===== src/hw/rtl/fsa_pkg.sv =====
// Shared types, widths and codes for the free-list slot allocator.
`timescale 1ns / 1ps

package fsa_pkg;

  // Default pool size and the slot count loaded at reset.
  localparam int MAX_SLOTS_DEF    = 4096;
  localparam int RESET_SLOT_COUNT = 4096;

  // Field widths of the request and result words.
  localparam int SLOT_W   = 12;
  localparam int CNT_W    = 13;
  localparam int STATUS_W = 2;

  // Stream word widths, padded to whole bytes.
  localparam int IN_DATA_W  = 16;
  localparam int OUT_FLDS_W = SLOT_W + 3 * CNT_W;
  localparam int OUT_DATA_W = 56;
  localparam int OUT_PAD_W  = OUT_DATA_W - OUT_FLDS_W;

  // Saturation limit of the in-use counter.
  localparam logic [CNT_W-1:0] COUNT_MAX = {CNT_W{1'b1}};

  // Request kinds.
  localparam logic OP_ALLOC = 1'b0;
  localparam logic OP_FREE  = 1'b1;

  // Result status codes.
  localparam logic [STATUS_W-1:0] STAT_OK        = 2'd0;
  localparam logic [STATUS_W-1:0] STAT_EXHAUSTED = 2'd1;
  localparam logic [STATUS_W-1:0] STAT_RANGE     = 2'd2;

  // Commands from the controller to the datapath.
  typedef struct packed {
    logic sweep;   // write one entry of the initial chain
    logic take;    // a request word is accepted this cycle
    logic finish;  // the link of the popped slot is ready
  } cmd_t;

  // Status from the datapath to the controller.
  typedef struct packed {
    logic sweep_done;  // the sweep is at the last entry
    logic need_pop;    // the waiting request is an allocate on a non-empty list
    logic out_busy;    // the result register holds a word that is not taken
  } sts_t;

endpackage


===== src/hw/rtl/fsa_ctrl.sv =====
// Controller state machine: clearing sweep, request acceptance and pop completion.
`timescale 1ns / 1ps

module fsa_ctrl (
  input  logic          clk,
  input  logic          rst,
  input  logic          cfg_we,
  input  logic          s_tvalid,
  output logic          s_tready,
  input  fsa_pkg::sts_t sts,
  output fsa_pkg::cmd_t cmd
);

  import fsa_pkg::*;

  localparam logic [1:0] ST_CLEAR = 2'd0;
  localparam logic [1:0] ST_IDLE  = 2'd1;
  localparam logic [1:0] ST_POP   = 2'd2;

  logic [1:0] state;
  logic [1:0] state_next;
  logic       take;

  // A request is taken only when idle and the result register will be free.
  assign s_tready = (state == ST_IDLE) && !sts.out_busy;
  assign take     = s_tvalid && s_tready;

  assign cmd.sweep  = (state == ST_CLEAR);
  assign cmd.take   = take;
  assign cmd.finish = (state == ST_POP);

  // Next state; a register write always restarts the sweep.
  always_comb begin
    state_next = state;
    if (cfg_we) begin
      state_next = ST_CLEAR;
    end else begin
      unique case (state)
        ST_CLEAR: begin
          if (sts.sweep_done) state_next = ST_IDLE;
        end
        ST_IDLE: begin
          if (take && sts.need_pop) state_next = ST_POP;
        end
        ST_POP: begin
          state_next = ST_IDLE;
        end
        default: begin
          state_next = ST_CLEAR;
        end
      endcase
    end
  end

  // State register.
  always_ff @(posedge clk) begin
    if (rst) begin
      state <= ST_CLEAR;
    end else begin
      state <= state_next;
    end
  end

  // An allocate on a non-empty list always enters the pop state to wait for its link.
  a_pop_follows: assert property (@(posedge clk) disable iff (rst)
    (take && sts.need_pop && !cfg_we) |=> (state == ST_POP))
    else $error("allocate with a read did not enter the pop state");

  // The pop state is never held.
  a_pop_single: assert property (@(posedge clk) disable iff (rst)
    (state == ST_POP) |=> (state != ST_POP))
    else $error("pop state held for more than one cycle");

  // A register write rebuilds the list before any request is taken.
  a_cfg_clears: assert property (@(posedge clk) disable iff (rst)
    cfg_we |=> (state == ST_CLEAR) && !s_tready)
    else $error("register write did not start the clearing sweep");

endmodule


===== config.mk =====
export PLATFORM = sky130hd
export DESIGN_NAME = fsa_ctrl
export DESIGN_NICKNAME = d
export VERILOG_FILES = /design/src/hw/rtl/fsa_pkg.sv /design/src/hw/rtl/fsa_ctrl.sv
export SDC_FILE = /design/constraint.sdc
export NUM_CORES = 1
export LEC_CHECK = 0
export BUFFER_PORTS_ARGS = -buffer_cell sky130_fd_sc_hd__buf_2
export CORE_AREA = 2 2 39 41
export DETAILED_ROUTE_END_ITERATION = 10
export DIE_AREA = 0 0 41 43
export GPL_TIMING_DRIVEN = 0
export PLACE_DENSITY_LB_ADDON = 0.2
export SLEW_MARGIN = 25
export SYNTH_ARGS = -nofsm -noshare
export SYNTH_HDL_FRONTEND = slang
export SYNTH_SLANG_ARGS = --single-unit

===== constraint.sdc =====
create_clock -name clk -period 1 [get_ports clk]
set_input_delay 0.25 -clock clk [delete_from_list [all_inputs] [get_ports clk]]
set_output_delay 0.25 -clock clk [all_outputs]
set_load 0.005 [all_outputs]

**Word level (Yosys, flattened, before mapping)**

Cells that the tools add are included.

- Bits in registers: 2
- Bits in read-only memories: 0
- Output and inout port bits: 4
- Memories kept: 0
- Bits of input ports: 7
- RAM bits: 0
- Logic and storage cells: 15
- Latch bits: 0

- Div/mod/pow operators: 0
- Shifts and indexed selects: 0
- Magnitude comparators: 0
- $mul: 0
- Add/sub/neg operators: 0
- Reduce and logical (&&, ||, !) cells: 7
- Equal/unequal tests: 4
- Bitwise operators: 0
- Multiplexer cells: 3

Operators with widths:

| operator | count |
|---|---|
| $pmux 2 s3 | 1 |
| $mux 2 | 2 |
| $logic_and 1x1->1 | 3 |
| $eq 2x1->1 const B | 1 |
| $eq 2x2->1 const B | 1 |
| $logic_not 2->1 | 1 |
| $ne 2x1->1 const B | 1 |
| $ne 2x2->1 const B | 1 |
| $reduce_and 2->1 | 1 |
| $reduce_or 2->1 | 1 |
| $logic_not 1->1 | 1 |

**Longest topological paths before layout**

Gate-level depths: netlist of run 1.

- Depth in word-level cells: 6
- Mapped depth: 3
- Gate-level depth less buffers: 2

**Least setup slack after synthesis of run 1**

OpenSTA, ideal clock, no wires.

- Path kind: register to output
- From: reg state[0]
- To: out cmd[1] in the netlist's numbering
- Path slack: -0.085 ns
- Arrival time: 0.835 ns
- Path buffers: 1
- Required time: 0.750 ns
- Stages on the path, launching flop included: 4
- Path through: dfxtp_1 > nor3b_4 > and2_2 > buf_4

- Word-level cells in the longest chain between the ends: 3

RTL lines:

| what | line | text |
|---|---|---|
| start: declaration | fsa_ctrl.sv:20 | `logic [1:0] state;` |
| start signal: assignment | fsa_ctrl.sv:60 | `state <= state_next;` |
| $eq 2x1->1 | fsa_ctrl.sv:25 | `assign s_tready = (state == ST_IDLE) && !sts.out_busy;` |
| $logic_and 1x1->1 | fsa_ctrl.sv:25 |  |
| net s_tready | fsa_ctrl.sv:9 | `output logic s_tready,` |
| $logic_and 1x1->1 | fsa_ctrl.sv:26 | `assign take = s_tvalid && s_tready;` |
| end: declaration | fsa_ctrl.sv:11 | `output fsa_pkg::cmd_t cmd` |

The timed path passes the listed nets, and every way through them passes these cells.

**Final worst setup path of run 1**

- From: reg state[1]
- To: out cmd[1] in the netlist's numbering

- Word-level cells in the longest chain between the ends: 3

RTL lines:

| what | line |
|---|---|
| $eq 2x1->1 | fsa_ctrl.sv:25 |
| $logic_and 1x1->1 | fsa_ctrl.sv:25 |
| $logic_and 1x1->1 | fsa_ctrl.sv:26 |

Every way passes these cells.

==> out/metrics.csv, run 1 <==
stage,metric,value,unit
worst_setup_path,path_max_fanout,2,
die,rows,14,
logic_synthesis,syn_area,126,sq um
drt,via_per_inst,3.59,
die,dieHeight,43,um
outcome,violations,negative setup slack,
place,port_buffers,10,
final_layout,nFillCells,162,
final_layout,layout-drive-gt1-share,78.6,%
global_routing,grt_pass1_wl,586,um
place,dp_cells,39,
logic_synthesis,ys_seq_area_share,31.7,%
logic_synthesis,ys_types,11,
drt,final_antenna_net_count,0,
run,max-cap-violations,0,
place,dpl_cell_area,198,sq um
worst_setup_path,worstPathArrival,1.00,ns
drt,wl_met3,64,um
drt,drc_errors,0,
logic_synthesis,synthCells,13,
drt,route.met2.wl,166,um
logic_synthesis,synth_seq_cells,2,
die,core,1380,sq um
sta,rsz0062_at_grt,yes,
cts,cts_made_buffers,3,
final_layout,top_regs,state: 2 flops,
cts,cts_tree,done,
final_layout,num_antenna_cells,0,
worst_setup_path,path_cells,"nor3b_4, and2_4, buf_6",
hold_path,hold_path_class,in2reg,
worst_setup_path,cp_slowest_stage_delay,0.34,ns
final_layout,fin_util,18.6,%
final_layout,ff_latch_area,45.0,sq um
sta,maxSlewViolCount,0,
global_routing,grt_start_max_net_pins,6,
sta,period_share,125,%
drt,wire_per_inst,8.75,um
cts,cts.path.max_buffers,2,
worst_setup_path,path_class,reg2out,
logic_synthesis,synth_nets,20,
cts,clk_latency,0.22,ns
drt,topRoutingLayerUsed,met3,
cts,path_clk_slew,0.03,ns
worst_setup_path,crit_path_start_kind,flip-flop,
die,dieArea,1760,sq um
cts,h-tree-depth,1,
final_layout,final_cell_area,258,sq um
drt,first_iter_violations,4,
pwr,p_leak,0.120,nW
drt,routed_wirelength,385,um
final_layout,layout.nets,37,
die,die_x,41,um
worst_setup_path,worst_ep_required_time,0.75,ns
global_routing,first_global_vias,152,
cts,ctsHoldBuffers,0,
logic_synthesis,yosys_warnings,0,
cts,cts_sinks,2,
final_layout,multi_input_area,85.1,sq um
worst_setup_path,cp_slowest_cell,dfxtp_4,
logic_synthesis,syn_avg_cell_area,9.72,sq um
place,gp_congestion,0.515,
drt,dr.pass1.iters,3,
drt,wl_met1,153,um
final_layout,area_growth,104,%
sta,skew,0.00333,ns
sta,setup_slack,-0.251,ns
die,ioPinCount,11,
worst_setup_path,cp-end-kind,output port,
die,start_util,9.13,%
pwr,power.density,1160,nW/um^2
final_layout,fin_cells,44,
drt,vias,158,
outcome,status,"complete, but fails checks",
sta,fmax,0.799,GHz
sta,tightestPinTransition,0.166,ns
sta,maxSlewHeadroom,88.9,%
final_layout,top_register,state,
global_routing,grt-ovfl-total,0,
global_routing,antenna_found_initial,0,
pwr,peakVddDrop,0.000412,V
global_routing,track_usage,6.41,%
final_layout,largest_reg_flops,2,
sta,setup_viol,4,
worst_setup_path,rrSetupSlack,0.08,ns
sta,layout_min_cycle_time,1.25,ns
sta,hold_violations,0,
cts,cts_root_buf,clkbuf_4,
==> kinds of logic after synthesis <==
| logic type | count (synthesis) | share of synthesized area (%) |
|---|---|---|
| buffers and inverters | 1 | 5.94 |
| flip-flops | 2 | 31.7 |
| AND/OR/NAND/NOR | 10 | 62.4 |
==> power breakdown <==
part | switching [mW] | total, mW | internal [mW]
registers | 0.00123 | 0.0817 | 0.0804
logic | 0.0157 | 0.0426 | 0.0269
clock network | 0.0428 | 0.175 | 0.132
==> repair_timing <==
action	in CTS	in global routing
pin swaps	2	4
resized for setup	4	2
buffers inserted	2	1
setup endpoints to repair	4	5
==> per-layer routing <==
layer  global-route usage (%)  vias to the layer above
met1                     4.46                       70
met3                     9.42                        0
met2                     7.19                       10
li1                         -                       78
met5                        0                        -
met4                     6.00                        0
==> through the flow <==
stage | TNS, ns | setup slack (ns) | power, mW | hold slack, ns
4_1_cts | -0.896 | -0.297 | 0.308 | 0.312
3_5_place_dp | -0.174 | -0.174 | 0.118 | 0.547
6_report | -0.865 | -0.251 | 0.299 | 0.321
3_3_place_gp | -0.161 | -0.161 | 0.118 | 0.562
5_1_grt | -1.05 | -0.301 | 0.331 | 0.318
2_1_floorplan | -0.0406 | -0.0406 | 0.0985 | 0.421
==> worst paths after layout <==
path / cells after the start / end / start
worst min-delay path: 2 / state[1] / sts[1]
worst max register to register: 3 / state[1] / state[1]
worst max-delay path: 3 / cmd[1] / state[1]
worst min register to register: 3 / state[0] / state[0]
==> final cells by class <==
cell class              count  share of cell area (%)
clock buffers               3                    8.74
multi-input cells          10                    33.0
flip-flops and latches      2                    17.5
well taps                  16                    7.77
repair buffers             13                    33.0
==> cells in the final DEF (no fill, tap or decap) <==
cell / synthesis / routed
nor2_1: 2 / 2
and4b_1: 1 / 1
nor3_2: 0 / 1
and2_4: 0 / 1
nor3b_4: 1 / 1
dfxtp_2: 0 / 1
clkbuf_4: 0 / 3
buf_6: 0 / 2
and4_1: 1 / 1
dfxtp_4: 0 / 1
nand4b_1: 1 / 1
buf_2: 0 / 8
and2b_2: 1 / 1
buf_4: 1 / 3
nand2_1: 1 / 1
==> synthesized netlist by cell type, drive strengths merged <==
master,instances,area share [%]
buf,1,5.9
and2b,1,6.9
nor3,1,4.0
and2,1,5.9
and4,1,6.9
nor2,2,5.9
and4b,1,7.9
nor3b,1,15
nand2,1,3.0
nand4b,1,6.9
dfxtp,2,32
==> worst max-delay path, delay by kind of cell, from the launching register on <==
kind / cells / cell delay, ns
and+or+nand+nor: 2 / 0.36
DFF: 1 / 0.34
buffers and inverters: 1 / 0.08
No activity file was read; power rests on OpenSTA's default activity.
==> run 2: changes to the inputs <==
--- a/config.mk
+++ b/config.mk
@@ -11,6 +11,7 @@
 export DIE_AREA = 0 0 41 43
 export GPL_TIMING_DRIVEN = 0
 export PLACE_DENSITY_LB_ADDON = 0.2
+export RECOVER_POWER = 25
 export SLEW_MARGIN = 25
 export SYNTH_ARGS = -nofsm -noshare
 export SYNTH_HDL_FRONTEND = slang
==> out/metrics.csv, run 2 (synthesis results as in run 1) <==
stage,metric,value,unit,change
outcome,status,"complete, but fails checks",,
die,core,1380,sq um,unchanged
global_routing,track_usage,6.41,%,unchanged
die,rows,14,,unchanged
worst_setup_path,r2r-start,state[1],,
final_layout,area_growth,100,%,
drt,dr.pass1.iters,2,,-1
place,port_buffers,10,,unchanged
global_routing,grt_pass1_wl,586,um,unchanged
final_layout,layout-drive-gt1-share,75.0,%,-3.6 points
worst_setup_path,crit_path_start_kind,flip-flop,,
cts,clk_latency,0.22,ns,about the same
hold_path,hold_path_class,in2reg,,
die,dieHeight,43,um,unchanged
die,start_util,9.13,%,unchanged
place,gp_congestion,0.515,,unchanged
drt,vias,159,,+0.63%
pwr,peakVddDrop,0.000411,V,-0.20%
sta,fmax,0.799,GHz,about the same
final_layout,fin_util,18.3,%,-0.36 points
worst_setup_path,path_max_fanout,2,,unchanged
pwr,p_leak,0.119,nW,-0.59%
pwr,power.density,1180,nW/um^2,+1.4%
global_routing,grt_start_max_net_pins,6,,unchanged
final_layout,top_regs,state: 2 flops,,
worst_setup_path,worstPathArrival,1.00,ns,about the same
sta,setup_slack,-0.251,ns,+0.000532 ns
drt,drc_errors,0,,unchanged
final_layout,final_cell_area,253,sq um,-1.9%
run,max-cap-violations,0,,unchanged
worst_setup_path,worst_ep_required_time,0.75,ns,about the same
cts,path_clk_slew,0.03,ns,about the same
cts,cts_tree,done,,
hold_path,holdPathStages,2,,unchanged
die,dieArea,1760,sq um,unchanged
global_routing,first_global_vias,152,,unchanged
global_routing,grt-ovfl-total,0,,unchanged
die,die_x,41,um,unchanged
drt,via_per_inst,3.61,,+0.63%
final_layout,fin_cells,44,,unchanged
sta,hold_violations,0,,unchanged
cts,h-tree-depth,1,,unchanged
die,ioPinCount,11,,unchanged
outcome,violations,negative setup slack,,
sta,tightestPinTransition,0.166,ns,-0.000270 ns
cts,cts_made_buffers,3,,unchanged
sta,hold_slack,0.321,ns,-0.0000490 ns
place,dpl_cell_area,198,sq um,unchanged
sta,skew,0.00309,ns,-0.000233 ns
worst_setup_path,cp-end-kind,output port,,
sta,period_share,125,%,about the same
cts,cts_root_buf,clkbuf_4,,
global_routing,antenna_found_initial,0,,unchanged
pwr,finalPower,0.297,mW,-0.54%
place,dp_cells,39,,unchanged
sta,rsz0062_at_grt,yes,,
drt,wire_per_inst,8.93,um,+2.1%
final_layout,final_cell_mix,"buf_2, clkbuf_4, buf_4",,
worst_setup_path,reg2reg_depth,3,,unchanged
sta,maxSlewHeadroom,89.0,%,about the same
worst_setup_path,cp-startpoint,state[1],,
sta,layout_min_cycle_time,1.25,ns,-0.000532 ns
final_layout,layout.nets,37,,unchanged
final_layout,num_antenna_cells,0,,unchanged
cts,ctsHoldBuffers,0,,unchanged
final_layout,largest_reg_flops,2,,unchanged
drt,final_antenna_net_count,0,,unchanged
final_layout,top_register,state,,
drt,routed_wirelength,393,um,+2.1%
sta,maxSlewViolCount,0,,unchanged
final_layout,final_common_cell,buf_2,,
cts,cts_sinks,2,,unchanged
worst_setup_path,path_class,reg2out,,
hold_path,hold_path_startpoint,sts[1],,
cts,cts.path.max_buffers,2,,unchanged
sta,setup_viol,4,,unchanged
drt,first_iter_violations,4,,unchanged
==> run 2: layer usage <==
layer	track usage (%)	up-vias	wire [um]
met3	9.42	0	63
li1	-	78	-
met1	4.46	71	156
met4	6.00	0	0
met2	7.19	10	172
met5	0	-	0
==> run 2: worst paths after layout <==
kind	end	slack, ns
setup reg to reg	state[0]	0.06
setup / recovery	cmd[1]	-0.25
hold / removal	state[1]	0.32
hold reg to reg	state[0]	0.69
==> run 2: final cells by class <==
cell class	count	area, sq um
Clock buffer	3	22.5
Fill cell	163	1130
Multi-Input combinational cell	10	80.1
Sequential cell	2	45.0
Tap cell	16	20.0
Timing Repair Buffer	13	85.1
==> run 2: power breakdown <==
group          internal (mW)  leakage [nW]  switching (mW)  total [mW]
Sequential            0.0804        0.0175         0.00123      0.0817
Clock                  0.132        0.0138          0.0427       0.175
Combinational         0.0259        0.0881          0.0152      0.0410
==> run 2: worst max-delay path: stages, from the launching register on <==
cell     delay, ns
dfxtp_4       0.34
nor3b_4       0.19
and2_4        0.17
buf_6         0.08
==> run 2: per-stage QoR <==
stage / setup WS, ns / setup TNS, ns
2_1_floorplan: -0.0406 / -0.0406
3_5_place_dp: -0.174 / -0.174
3_3_place_gp: -0.161 / -0.161
4_1_cts: -0.297 / -0.896
5_1_grt: -0.301 / -1.05
6_report: -0.251 / -0.857
==> run 2: what timing repair did <==
action	CTS	global route
pin swaps	2	4
setup endpoints to repair	4	5
setup buffers	2	1
resized for setup	4	2
==> run 3: changes to the inputs <==
--- a/config.mk
+++ b/config.mk
@@ -6,10 +6,12 @@
 export NUM_CORES = 1
 export LEC_CHECK = 0
 export BUFFER_PORTS_ARGS = -buffer_cell sky130_fd_sc_hd__buf_2
+export CAP_MARGIN = 0
 export CORE_AREA = 2 2 39 41
 export DETAILED_ROUTE_END_ITERATION = 10
 export DIE_AREA = 0 0 41 43
 export GPL_TIMING_DRIVEN = 0
+export MAX_ROUTING_LAYER = met4
 export PLACE_DENSITY_LB_ADDON = 0.2
 export RECOVER_POWER = 25
 export SLEW_MARGIN = 25
==> constraint.sdc (replaced) <==
create_clock -name clk -period 1.1 [get_ports clk]
set_input_delay 0.275 -clock clk [delete_from_list [all_inputs] [get_ports clk]]
set_output_delay 0.275 -clock clk [all_outputs]
set_load 0.005 [all_outputs]
==> out/metrics.csv, run 3 (synthesis results as in run 1) <==
stage,metric,value,unit,change
cts,clk_latency,0.22,ns,about the same
drt,wire_per_inst,8.58,um,-3.9%
drt,drc_errors,0,,unchanged
global_routing,grt-ovfl-total,0,,unchanged
die,start_util,9.13,%,unchanged
sta,hold_slack,0.359,ns,+0.0381 ns
sta,skew,0.00375,ns,+0.000655 ns
sta,rsz0062_at_grt,yes,,
pwr,finalPower,0.267,mW,-10%
final_layout,ff_latch_area,45.0,sq um,unchanged
drt,first_iter_violations,1,,-3
sta,fmax,0.787,GHz,
hold_path,hold_path_startpoint,s_tvalid,,
cts,h-tree-depth,1,,unchanged
global_routing,first_global_vias,158,,+3.9%
final_layout,num_antenna_cells,0,,unchanged
sta,layout_min_cycle_time,1.27,ns,
drt,dr.pass1.iters,3,,+1
sta,tns,-0.441,ns,+0.416 ns
final_layout,largest_reg_flops,2,,unchanged
worst_setup_path,cp-end-kind,output port,,
hold_path,hold_path_class,in2reg,,
die,ioPinCount,11,,unchanged
final_layout,area_growth,89.1,%,
drt,routed_wirelength,369,um,-6.1%
die,dieHeight,43,um,unchanged
sta,setup_viol,4,,unchanged
global_routing,track_usage,6.36,%,-0.047 points
outcome,status,"complete, but fails checks",,
sta,setup_slack,-0.170,ns,+0.0804 ns
pwr,power.density,1120,nW/um^2,-5.0%
cts,path_clk_slew,0.03,ns,about the same
final_layout,top_regs,state: 2 flops,,
pwr,cell_internal_pwr,0.214,mW,-10%
drt,vias,153,,-3.8%
run,max-cap-violations,0,,unchanged
worst_setup_path,path_max_fanout,4,,+2
worst_setup_path,reg2reg_to,state[0],,
cts,cts_tree,done,,
die,core,1380,sq um,unchanged
final_layout,layout.nets,36,,-2.7%
pwr,seqPwrFrac,27.8,%,+0.4 points
worst_setup_path,rrSetupSlack,0.13,ns,+0.07 ns
place,dp_slack,-0.0918,ns,+0.0819 ns
pwr,p_comb_share,12.6,%,-1.2 points
worst_setup_path,path_class,reg2out,,
sta,maxSlewViolCount,0,,unchanged
worst_setup_path,path_cells,"buf_4, and2b_2, buf_2",,
place,gp_congestion,0.562,,+9.3%
sta,maxSlewHeadroom,89.6,%,+0.60 points
worst_setup_path,crit_path_start_kind,flip-flop,,
final_layout,nFillCells,162,,-0.61%
final_layout,multi_input_area,80.1,sq um,unchanged
pwr,switching_share,20.0,%,+0.087 points
pwr,p_clk_share,59.6,%,+0.8 points
worst_setup_path,cp_slowest_cell,dfxtp_4,,
die,dieArea,1760,sq um,unchanged
place,port_buffers,10,,unchanged
final_layout,final_cell_mix,"buf_2, clkbuf_4, nor2_1, buf_4",,
worst_setup_path,crit_buf_inv,2,,+1
worst_setup_path,crit_family,flip-flops,,
worst_setup_path,r2r-start,state[1],,
sta,period_share,115,%,
final_layout,layout-drive-gt1-share,74.1,%,-0.93 points
global_routing,antenna_found_initial,0,,unchanged
sta,hold_violations,0,,unchanged
pwr,p_leak,0.114,nW,-4.7%
global_routing,grt_pass1_wl,607,um,+3.6%
cts,cts.path.max_buffers,2,,unchanged
cts,cts_sinks,2,,unchanged
pwr,peakVddDrop,0.000371,V,-9.8%
sta,tightestPinTransition,0.157,ns,-0.00903 ns
drt,via_per_inst,3.56,,-1.5%
hold_path,holdPathStages,2,,unchanged
cts,ctsHoldBuffers,0,,unchanged
final_layout,top_register,state,,
worst_setup_path,worst_ep_required_time,0.82,ns,+0.07 ns
worst_setup_path,cp_slowest_stage_delay,0.34,ns,about the same
die,die_x,41,um,unchanged
die,rows,14,,unchanged
worst_setup_path,reg2reg_depth,3,,unchanged
worst_setup_path,worstPathArrival,1.00,ns,about the same
cts,cts_root_buf,clkbuf_4,,
pwr,p_switching,0.0533,mW,-9.8%
cts,cts_made_buffers,3,,unchanged
hold_path,hold_end,state[1],,
global_routing,grt_start_max_net_pins,6,,unchanged
final_layout,final_common_cell,buf_2,,
outcome,violations,negative setup slack,,
drt,final_antenna_net_count,0,,unchanged
[run 3: changes by cell type in the layout (fill, tap and decap cells not counted)]
cell,change
buf_4,-1
buf_2,+1
buf_6,-1
[run 3: timing repair]
action                                  4_1_cts  5_1_grt
pin swaps                                     2        1
resized for setup                             4        0
endpoints found under the setup margin        4        4
buffers inserted                              2        0
[run 3: stage by stage]
stage,std cells,instance area (sq um),utilization (%)
finish,43,239,17.3
global route,43,239,17.3
CTS,43,239,17.3
detailed placement,39,198,14.3
global placement,39,198,14.3
floorplan,13,128,-
[run 3: layout make-up]
cell class | instances | share of cell area (%)
Multi-Input combinational cell | 10 | 33.5
Timing Repair Buffer | 12 | 29.8
Sequential cell | 2 | 18.8
Clock buffer | 3 | 9.42
Tap cell | 16 | 8.38
[run 3: per-layer routing]
metal  vias to the layer above  GRT usage, %  wire [um]
met1                        69          5.10        139
met5                         -             -          0
li1                         75             -          -
met2                         9          6.88        166
met3                         0          7.85         63
met4                         0          6.00          0
[run 3: worst max-delay path by stage]
stage | startpoint | end | slack (ns) | cells after the start
2_1_floorplan | state[1] | cmd[1] | 0.02 | 3
3_3_place_gp | sts[0] | cmd[1] | -0.1 | 5
3_5_place_dp | sts[0] | cmd[1] | -0.09 | 5
4_1_cts | state[1] | cmd[0] | -0.18 | 3
5_1_grt | state[1] | cmd[1] | -0.24 | 3
6_report | state[1] | cmd[0] | -0.17 | 3
[run 3: worst register-to-register path, cell delays in order, from the launching register on]
cell and delay, ns:
dfxtp_4 0.34, buf_4 0.14, nor3_1 0.16, and4b_1 0.21
[run 3: power by group through the flow]
stage | clock network, mW | logic (mW) | registers [mW]
6_report | 0.159 | 0.0336 | 0.0742
5_1_grt | 0.179 | 0.0381 | 0.0744
4_1_cts | 0.172 | 0.0337 | 0.0742
3_5_place_dp | 0 | 0.0285 | 0.0791
3_3_place_gp | 0 | 0.0279 | 0.0791
2_1_floorplan | 0 | 0.0110 | 0.0785
